`config.mk`:
```
export PLATFORM = sky130hd
export DESIGN_NAME = md4_hash_stream
export DESIGN_NICKNAME = d
export VERILOG_FILES = /design/src/hw/rtl/md4_pkg.sv /design/src/hw/rtl/md4_front.sv /design/src/hw/rtl/md4_core.sv /design/src/hw/rtl/md4_hash_stream.sv
export SDC_FILE = /design/constraint.sdc
export NUM_CORES = 2
export LEC_CHECK = 0
export ABC_CLOCK_PERIOD_IN_PS = 9400
export BUFFER_PORTS_ARGS = -buffer_cell sky130_fd_sc_hd__buf_2
export CAP_MARGIN = 20
export CORE_MARGIN = 3
export CORE_UTILIZATION = 55
export CTS_CLUSTER_DIAMETER = 40
export DETAILED_ROUTE_END_ITERATION = 10
export GPL_TIMING_DRIVEN = 1
export PLACE_DENSITY = 0.75
export SYNTH_ARGS = -nofsm -noshare
export SYNTH_HDL_FRONTEND = slang
export SYNTH_SLANG_ARGS = --single-unit
export TNS_END_PERCENT = 30
```
`constraint.sdc`:
```
create_clock -name clk -period 9.4 [get_ports clk]
set_input_delay 1.41 -clock clk [delete_from_list [all_inputs] [get_ports clk]]
set_output_delay 1.41 -clock clk [all_outputs]
set_load 0.05 [all_outputs]
```
`src/hw/rtl/md4_pkg.sv`:
```
// Package for the MD4 stream hasher: initial values, round constants, schedules.
// No dependencies.
package md4_pkg;

  localparam logic [31:0] IV_A = 32'h67452301;
  localparam logic [31:0] IV_B = 32'hEFCDAB89;
  localparam logic [31:0] IV_C = 32'h98BADCFE;
  localparam logic [31:0] IV_D = 32'h10325476;
  localparam logic [31:0] K2   = 32'h5A827999;
  localparam logic [31:0] K3   = 32'h6ED9EBA1;
  localparam logic [7:0]  PAD_BYTE = 8'h80;

  typedef struct packed {
    logic [7:0] data;
    logic       has;
    logic       fin;
  } md4_item_t;

  function automatic logic [3:0] msg_index(input logic [5:0] i);
    logic [3:0] s;
    s = i[3:0];
    case (i[5:4])
      2'd0:    msg_index = s;
      2'd1:    msg_index = {s[1:0], s[3:2]};
      default: msg_index = {s[0], s[1], s[2], s[3]};
    endcase
  endfunction

  function automatic logic [4:0] shift_amt(input logic [5:0] i);
    shift_amt = 5'd3;
    case (i[5:4])
      2'd0: begin
        case (i[1:0])
          2'd0: shift_amt = 5'd3;
          2'd1: shift_amt = 5'd7;
          2'd2: shift_amt = 5'd11;
          default: shift_amt = 5'd19;
        endcase
      end
      2'd1: begin
        case (i[1:0])
          2'd0: shift_amt = 5'd3;
          2'd1: shift_amt = 5'd5;
          2'd2: shift_amt = 5'd9;
          default: shift_amt = 5'd13;
        endcase
      end
      default: begin
        case (i[1:0])
          2'd0: shift_amt = 5'd3;
          2'd1: shift_amt = 5'd9;
          2'd2: shift_amt = 5'd11;
          default: shift_amt = 5'd15;
        endcase
      end
    endcase
  endfunction

endpackage

```
`src/hw/rtl/md4_front.sv`:
```
// Front queue of the MD4 hasher: holds incoming byte transactions.
// Depends on md4_pkg.
module md4_front #(
  parameter int DEPTH = 4
) (
  input  logic              clk,
  input  logic              rst,
  input  logic              push,
  output logic              full,
  input  md4_pkg::md4_item_t item_in,
  output logic              avail,
  input  logic              take,
  output md4_pkg::md4_item_t item_out
);
  import md4_pkg::*;
  localparam int AW = (DEPTH > 1) ? $clog2(DEPTH) : 1;

  md4_item_t      mem [DEPTH];
  logic [AW-1:0]  wr_ptr;
  logic [AW-1:0]  rd_ptr;
  logic [AW:0]    count;
  logic           do_push;
  logic           do_take;

  assign full     = (count == (AW+1)'(DEPTH));
  assign avail    = (count != '0);
  assign do_push  = push && !full;
  assign do_take  = take && avail;
  assign item_out = mem[rd_ptr];

  always_ff @(posedge clk) begin
    if (do_push) begin
      mem[wr_ptr] <= item_in;
    end
  end

  always_ff @(posedge clk) begin
    if (rst) begin
      wr_ptr <= '0;
      rd_ptr <= '0;
      count  <= '0;
    end else begin
      if (do_push) begin
        wr_ptr <= (wr_ptr == AW'(DEPTH-1)) ? '0 : wr_ptr + 1'b1;
      end
      if (do_take) begin
        rd_ptr <= (rd_ptr == AW'(DEPTH-1)) ? '0 : rd_ptr + 1'b1;
      end
      count <= count + (AW+1)'(do_push) - (AW+1)'(do_take);
    end
  end

  assert property (@(posedge clk) disable iff (rst) count <= (AW+1)'(DEPTH))
    else $error("front queue overfilled");
  assert property (@(posedge clk) disable iff (rst)
    (!do_push && !do_take) |=> $stable(count))
    else $error("front count moved without transaction");
  assert property (@(posedge clk) disable iff (rst) full |-> avail)
    else $error("front full yet empty");
endmodule

```
`src/hw/rtl/md4_core.sv`:
```
// Back end of the MD4 hasher: block buffer, padding sequencer, 48-step round unit.
// Depends on md4_pkg.
module md4_core (
  input  logic               clk,
  input  logic               rst,
  input  logic               avail,
  output logic               take,
  input  md4_pkg::md4_item_t item,
  output logic               res_valid,
  output logic [31:0]        res_word,
  output logic [1:0]         res_index,
  input  logic               res_ready
);
  import md4_pkg::*;

  typedef enum logic [5:0] {
    S_IDLE  = 6'b000001,
    S_PAD   = 6'b000010,
    S_LOAD  = 6'b000100,
    S_ROUND = 6'b001000,
    S_ADD   = 6'b010000,
    S_EMIT  = 6'b100000
  } state_t;

  state_t        state;
  logic [31:0]   wbuf [16];
  logic [31:0]   chain [4];
  logic [31:0]   v [4];
  logic [63:0]   bit_length;
  logic [63:0]   fin_len;
  logic [5:0]    pos;
  logic [5:0]    step;
  logic [1:0]    emit_idx;
  logic          finishing;
  logic          pad_first;
  logic          pad_len;
  logic          wr_en;
  logic [7:0]    wr_byte;
  logic [31:0]   w_sel;
  logic [31:0]   fx;
  logic [31:0]   kx;
  logic [31:0]   sum;
  logic [31:0]   rot;
  logic [4:0]    sh;
  logic [1:0]    t;
  logic [31:0]   xa;
  logic [31:0]   ya;
  logic [31:0]   za;
  logic [7:0]    pad_byte_sel;

  assign take      = (state == S_IDLE) && avail;
  assign res_valid = (state == S_EMIT);
  assign res_word  = chain[emit_idx];
  assign res_index = emit_idx;

  // Length bytes go only into the block that carries the length.
  always_comb begin
    pad_byte_sel = 8'h00;
    if (pad_first) begin
      pad_byte_sel = PAD_BYTE;
    end else if (pad_len && pos >= 6'd56) begin
      pad_byte_sel = fin_len[{pos[2:0], 3'b000} +: 8];
    end
  end

  always_comb begin
    wr_en   = 1'b0;
    wr_byte = item.data;
    if (state == S_IDLE && avail && item.has) begin
      wr_en = 1'b1;
    end else if (state == S_PAD) begin
      wr_en   = 1'b1;
      wr_byte = pad_byte_sel;
    end
  end

  always_ff @(posedge clk) begin
    if (wr_en) begin
      wbuf[pos[5:2]][{pos[1:0], 3'b000} +: 8] <= wr_byte;
    end
  end

  assign t  = 2'd0 - step[1:0];
  assign xa = v[t + 2'd1];
  assign ya = v[t + 2'd2];
  assign za = v[t + 2'd3];
  assign w_sel = wbuf[msg_index(step)];
  assign sh    = shift_amt(step);

  always_comb begin
    case (step[5:4])
      2'd0: begin
        fx = (xa & ya) | (~xa & za);
        kx = 32'd0;
      end
      2'd1: begin
        fx = (xa & ya) | (xa & za) | (ya & za);
        kx = K2;
      end
      default: begin
        fx = xa ^ ya ^ za;
        kx = K3;
      end
    endcase
  end

  assign sum = v[t] + fx + w_sel + kx;
  assign rot = (sum << sh) | (sum >> (6'd32 - {1'b0, sh}));

  always_ff @(posedge clk) begin
    if (rst) begin
      state      <= S_IDLE;
      chain[0]   <= IV_A;
      chain[1]   <= IV_B;
      chain[2]   <= IV_C;
      chain[3]   <= IV_D;
      bit_length <= '0;
      pos        <= '0;
      step       <= '0;
      emit_idx   <= '0;
      finishing  <= 1'b0;
      pad_first  <= 1'b0;
      pad_len    <= 1'b0;
    end else begin
      case (state)
        S_IDLE: begin
          if (avail) begin
            if (item.has) begin
              bit_length <= bit_length + 64'd8;
              pos        <= pos + 6'd1;
            end
            if (item.fin) begin
              fin_len   <= item.has ? bit_length + 64'd8 : bit_length;
              finishing <= 1'b1;
              pad_first <= 1'b1;
            end
            if (item.has && pos == 6'd63) begin
              state <= S_LOAD;
            end else if (item.fin) begin
              state <= S_PAD;
            end
          end
        end
        S_PAD: begin
          if (pad_first) begin
            pad_len <= (pos < 6'd56);
          end
          pad_first <= 1'b0;
          pos       <= pos + 6'd1;
          if (pos == 6'd63) begin
            state <= S_LOAD;
          end
        end
        S_LOAD: begin
          for (int i = 0; i < 4; i++) begin
            v[i] <= chain[i];
          end
          step  <= '0;
          state <= S_ROUND;
        end
        S_ROUND: begin
          v[t] <= rot;
          step <= step + 6'd1;
          if (step == 6'd47) begin
            state <= S_ADD;
          end
        end
        S_ADD: begin
          for (int i = 0; i < 4; i++) begin
            chain[i] <= chain[i] + v[i];
          end
          if (!finishing) begin
            state <= S_IDLE;
          end else if (pad_first) begin
            state <= S_PAD;
          end else if (!pad_len) begin
            pad_len <= 1'b1;
            state   <= S_PAD;
          end else begin
            emit_idx <= '0;
            state    <= S_EMIT;
          end
        end
        S_EMIT: begin
          if (res_ready) begin
            emit_idx <= emit_idx + 2'd1;
            if (emit_idx == 2'd3) begin
              chain[0]   <= IV_A;
              chain[1]   <= IV_B;
              chain[2]   <= IV_C;
              chain[3]   <= IV_D;
              bit_length <= '0;
              finishing  <= 1'b0;
              pad_len    <= 1'b0;
              state      <= S_IDLE;
            end
          end
        end
        default: state <= S_IDLE;
      endcase
    end
  end

  assert property (@(posedge clk) disable iff (rst)
    (state == S_ROUND && step == 6'd47) |=> state == S_ADD)
    else $error("round count slipped");
  assert property (@(posedge clk) disable iff (rst)
    take |-> state == S_IDLE)
    else $error("item taken while busy");
  assert property (@(posedge clk) disable iff (rst)
    (state == S_EMIT && res_ready && emit_idx == 2'd3) |=> bit_length == '0)
    else $error("length not cleared after digest");
endmodule

```
`src/hw/rtl/md4_hash_stream.sv`:
```
// Top level of the MD4 stream hasher: front queue feeding the compression back end.
// Depends on md4_pkg, md4_front, md4_core.
//
// channel | direction | handshake        | fields
// input   | in        | push / full      | data_byte, has_byte, end_of_message
// result  | out       | pop / empty      | digest_word, word_index, last_word
//
// A full block runs through load, 48 rounds and add before the next byte is taken.
// A finish pads one byte a cycle to the block end, compresses once or twice,
// then shows four words one per pop. Synchronous reset clears control state.
// Either side may stall; the front queue keeps accepting while the core works.
module md4_hash_stream #(
  parameter int QUEUE_DEPTH = 4
) (
  input  logic        clk,
  input  logic        rst,
  input  logic        push,
  output logic        full,
  input  logic [7:0]  data_byte,
  input  logic        has_byte,
  input  logic        end_of_message,
  output logic        empty,
  input  logic        pop,
  output logic [31:0] digest_word,
  output logic [1:0]  word_index,
  output logic        last_word
);
  import md4_pkg::*;

  md4_item_t in_item;
  md4_item_t q_item;
  logic      q_avail;
  logic      q_take;
  logic      res_valid;

  assign in_item = '{data: data_byte, has: has_byte, fin: end_of_message};

  md4_front #(.DEPTH(QUEUE_DEPTH)) u_front (
    .clk(clk), .rst(rst), .push(push), .full(full), .item_in(in_item),
    .avail(q_avail), .take(q_take), .item_out(q_item)
  );

  md4_core u_core (
    .clk(clk), .rst(rst), .avail(q_avail), .take(q_take), .item(q_item),
    .res_valid(res_valid), .res_word(digest_word), .res_index(word_index),
    .res_ready(pop)
  );

  assign empty     = !res_valid;
  assign last_word = (word_index == 2'd3);

  assert property (@(posedge clk) disable iff (rst)
    (!empty && !pop) |=> (!empty && $stable(word_index)))
    else $error("result dropped while stalled");
  assert property (@(posedge clk) disable iff (rst)
    (!empty && pop && last_word) |=> empty)
    else $error("extra result after last word");
  assert property (@(posedge clk) disable iff (rst)
    (!empty && pop && !last_word) |=> !empty)
    else $error("digest cut short");
endmodule
```
==> results.md <==
* Synthesized area at 57,500 um^2
* Post-DP HPWL at 120,000 um
* Insertion delay of the later-clocked pin in the worst-skew pair at 0.75 ns
* Worst hold start: u_core.finishing
* Via count at 43,400
* Core area at 103,000 um^2
* TritonCTS Buffers at 130
* Pwr/cell area at 189 nW/um^2
* Crit path capture type: register
* Compound-gate portion of the synthesized area at 0.125
* CP required at 10.00 ns
* Setup bufs post-CTS at 0
* Seq/Total Area, Yosys at 0.476
* Worst Path Max Fanout at 46
* Drt via density at 6.67
* Die Area at 108,000 um^2
* Post-DRT Antenna Nets at 0
* IO Count at 51
* Root Driver: clkbuf_16
* Worst-Margin Slew at 1.26 ns
* RSZ-0062 raised after global routing: false
* DRC at 0
* Fin Clk Skew at 0.0507 ns
* Post-Synth Adder-Cell Area at 0.0708
* Total grt overflow at 0
* Drt first pass iters at 6
* CTS tree: yes
* Die width at 329 um
* Number of port buffers at 50
* CTS clk-pin slew, worst paths at 0.06 ns
* DP Worst Slack at 1.16 ns
* Final cycle utilization of the critical path at 0.903
* Largest net degree at the start of global routing at 152
* Synth Area in Simple Gates at 0.125
* DRT Wirelength at 169,000 um
* CP Class: register to register
* Max Cap Viol at 0
* # hold bufs at CTS at 0
* R2r startpoint: u_core.step[1]
* Xor/xnor share of the synthesized area at 0.0279
* CTS Buffer Depth at 3
* Warnings from Yosys at 0
* Max Slew Vio Count at 0
* WL per Instance at 26.0 um
* Placed cells at 6,256
* DP Area at 59,100 um^2
* Final WS setup at 0.913 ns
* Slew headroom at 0.161
* Net count after synthesis at 5,331
* RePlAce Congestion at 0.989
* Yosys reg bits at 964
* Asr flop ratio synth at 0
* Synth Flop Type: edfxtp_1
* Overall routing resource usage at 0.311
* Hold Violations, Final at 0
* Max IR drop VDD at 0.000259 V
* Cell area after layout at 63,600 um^2
* H-tree lvl count at 4
* Area Growth Syn to Fin at 10.7%
* Post-route minimum period at 8.49 ns
* # rows at 117
* Share of cells above drive strength 1 at 0.156
* Initial Util at 0.559
* Synth cell types at 100
* Final net count at 5,319
* Synth Instances at 5,044
* EDFF count, synth at 805
* Initial antenna violation count at 4
* Average size of a mapped cell at 11.4 um^2
* Leak pwr at 22.2 nW
* First-pass GRT wire length at 255,000 um
* Vias in the first global route at 41,500
* Max Clock Freq at 0.118 GHz
* CTS resizes at 0
* Multiplexer share of the synthesized area at 0.146
* Status: finished, final reports clean
* DRT iter0 DRCs at 5,464
* Die H at 329 um
* Non-Filler Instances at 6,507
* HP Class: register to register
* CP Launch Point: u_core.step[1]
* CP Launch Type: register
* Crit path DAT at 9.09 ns
* Setup TNS at 0 ns
* Combinational family with the most area after synthesis: multiplexers
* Final setup viols at 0
* Clock tree sinks at 964
* Fillers at 7,951
## cell usage after synthesis, types with 19 or more instances
master	instances	area, um^2
a21o_1	49	368
edfxtp_1	805	24200
nor3_1	94	470
fa_1	87	1740
dfxtp_1	159	3180
buf_1	52	195
xor2_1	87	762
o21ai_0	227	1140
a21oi_1	386	1930
a31oi_1	38	238
nor2_1	547	2050
mux4_2	276	6220
and3_1	34	213
o31ai_1	48	360
nand2b_1	42	263
ha_1	186	2330
inv_1	163	612
nand2_1	462	1730
o221ai_1	21	184
a22oi_1	25	188
clkbuf_1	214	803
or3_1	35	219
o211ai_1	52	390
xnor2_1	94	823
nand3_1	103	515
o21a_1	36	270
nand4_1	38	238
mux2_2	114	1280
mux2i_1	87	871
a211oi_1	80	601
nor2b_1	35	219
and2_1	35	219
nor4_1	19	119
nor3b_1	36	270
## state kept, by name, indices dropped and copies added, names as in the netlist, 40 cells and up, named ones only
signal / flops
u_core.wbuf: 512
u_core.chain: 128
u_core.v: 128
u_core.bit_length: 61
u_core.fin_len: 61
u_front.mem: 40
## cell type report
cell class	instances	area (um^2)	area share
diodes	4	10.0	0.000157
clock buffers	161	3460	0.0544
clock inverters	74	896	0.0141
inverters	163	612	0.00962
multi-input cells	3632	28500	0.449
flip-flops and latches	964	27400	0.430
well taps	1368	1710	0.0269
repair buffers	141	1020	0.0161
## per-stage QoR
stage               hold WS, ns  total power [mW]   util
global route              0.488              12.4  0.619
floorplan                 0.439              6.39      -
global placement          0.453              7.06  0.575
CTS                       0.467              12.0  0.618
detailed placement        0.460              7.11  0.576
finish                    0.466              12.0  0.619
## cells by family after synthesis
| group | after synthesis |
|---|---|
| AOI/OAI and AO/OA | 1140 |
| adders and majority gates | 273 |
| muxes | 477 |
| buffers and inverters | 448 |
| DFF | 964 |
| xor gates and xnor gates | 182 |
| and+or+nand+nor | 1560 |
## critical path, cell delays in order, from the launching register on
cell and delay [ns]:
dfxtp_1 0.52, inv_1 0.21, ha_4 0.74, buf_4 0.45
mux4_2 0.58, fa_1 0.44, a21oi_1 0.16, nor2_1 0.05
a21oi_1 0.39, fa_1 0.49, inv_1 0.08, fa_1 0.42
ha_1 0.37, a21oi_1 0.24, o21ai_0 0.20, a221oi_1 0.60
mux2i_1 0.31, o211ai_1 0.26, a221oi_1 0.53, a22oi_1 0.22
o32ai_1 0.74, mux2_2 0.29
## layout by cell type, fill, tap and decap left out, types with 92 or more instances in the layout
master / Yosys / routed
inv_1: 163 / 162
mux4_2: 276 / 276
o21ai_0: 227 / 221
nand2_1: 462 / 462
nor3_1: 94 / 92
a21oi_1: 386 / 384
ha_1: 186 / 185
dfxtp_1: 159 / 154
nor2_1: 547 / 545
xnor2_1: 94 / 94
nand3_1: 103 / 103
mux2_2: 114 / 114
clkbuf_16: 0 / 132
edfxtp_1: 805 / 805
## worst paths after layout
| check | end | slack, ns | cells after the start |
|---|---|---|---|
| setup / recovery | u_core.v[0][17] | 0.91 | 21 |
| hold / removal | u_core.finishing | 0.47 | 2 |
| setup reg to reg | u_core.v[0][17] | 0.91 | 21 |
| hold reg to reg | u_core.finishing | 0.47 | 2 |
## report_power, final
group / leakage, nW / total [mW] / internal (mW) / switching (mW)
logic: 11.9 / 2.09 / 0.581 / 1.51
clock network: 2.09 / 4.92 / 2.95 / 1.97
registers: 8.26 / 5.01 / 4.93 / 0.0741
## routing by layer
| layer | up-vias | wire (um) | GRT usage |
|---|---|---|---|
| li1 | 19100 | - | - |
| met1 | 21200 | 64500 | 0.410 |
| met2 | 2590 | 77200 | 0.478 |
| met3 | 475 | 18200 | 0.0808 |
| met4 | 0 | 9380 | 0.157 |
| met5 | - | 0 | 0 |
Note: power is estimated with default switching activity, not from simulation.
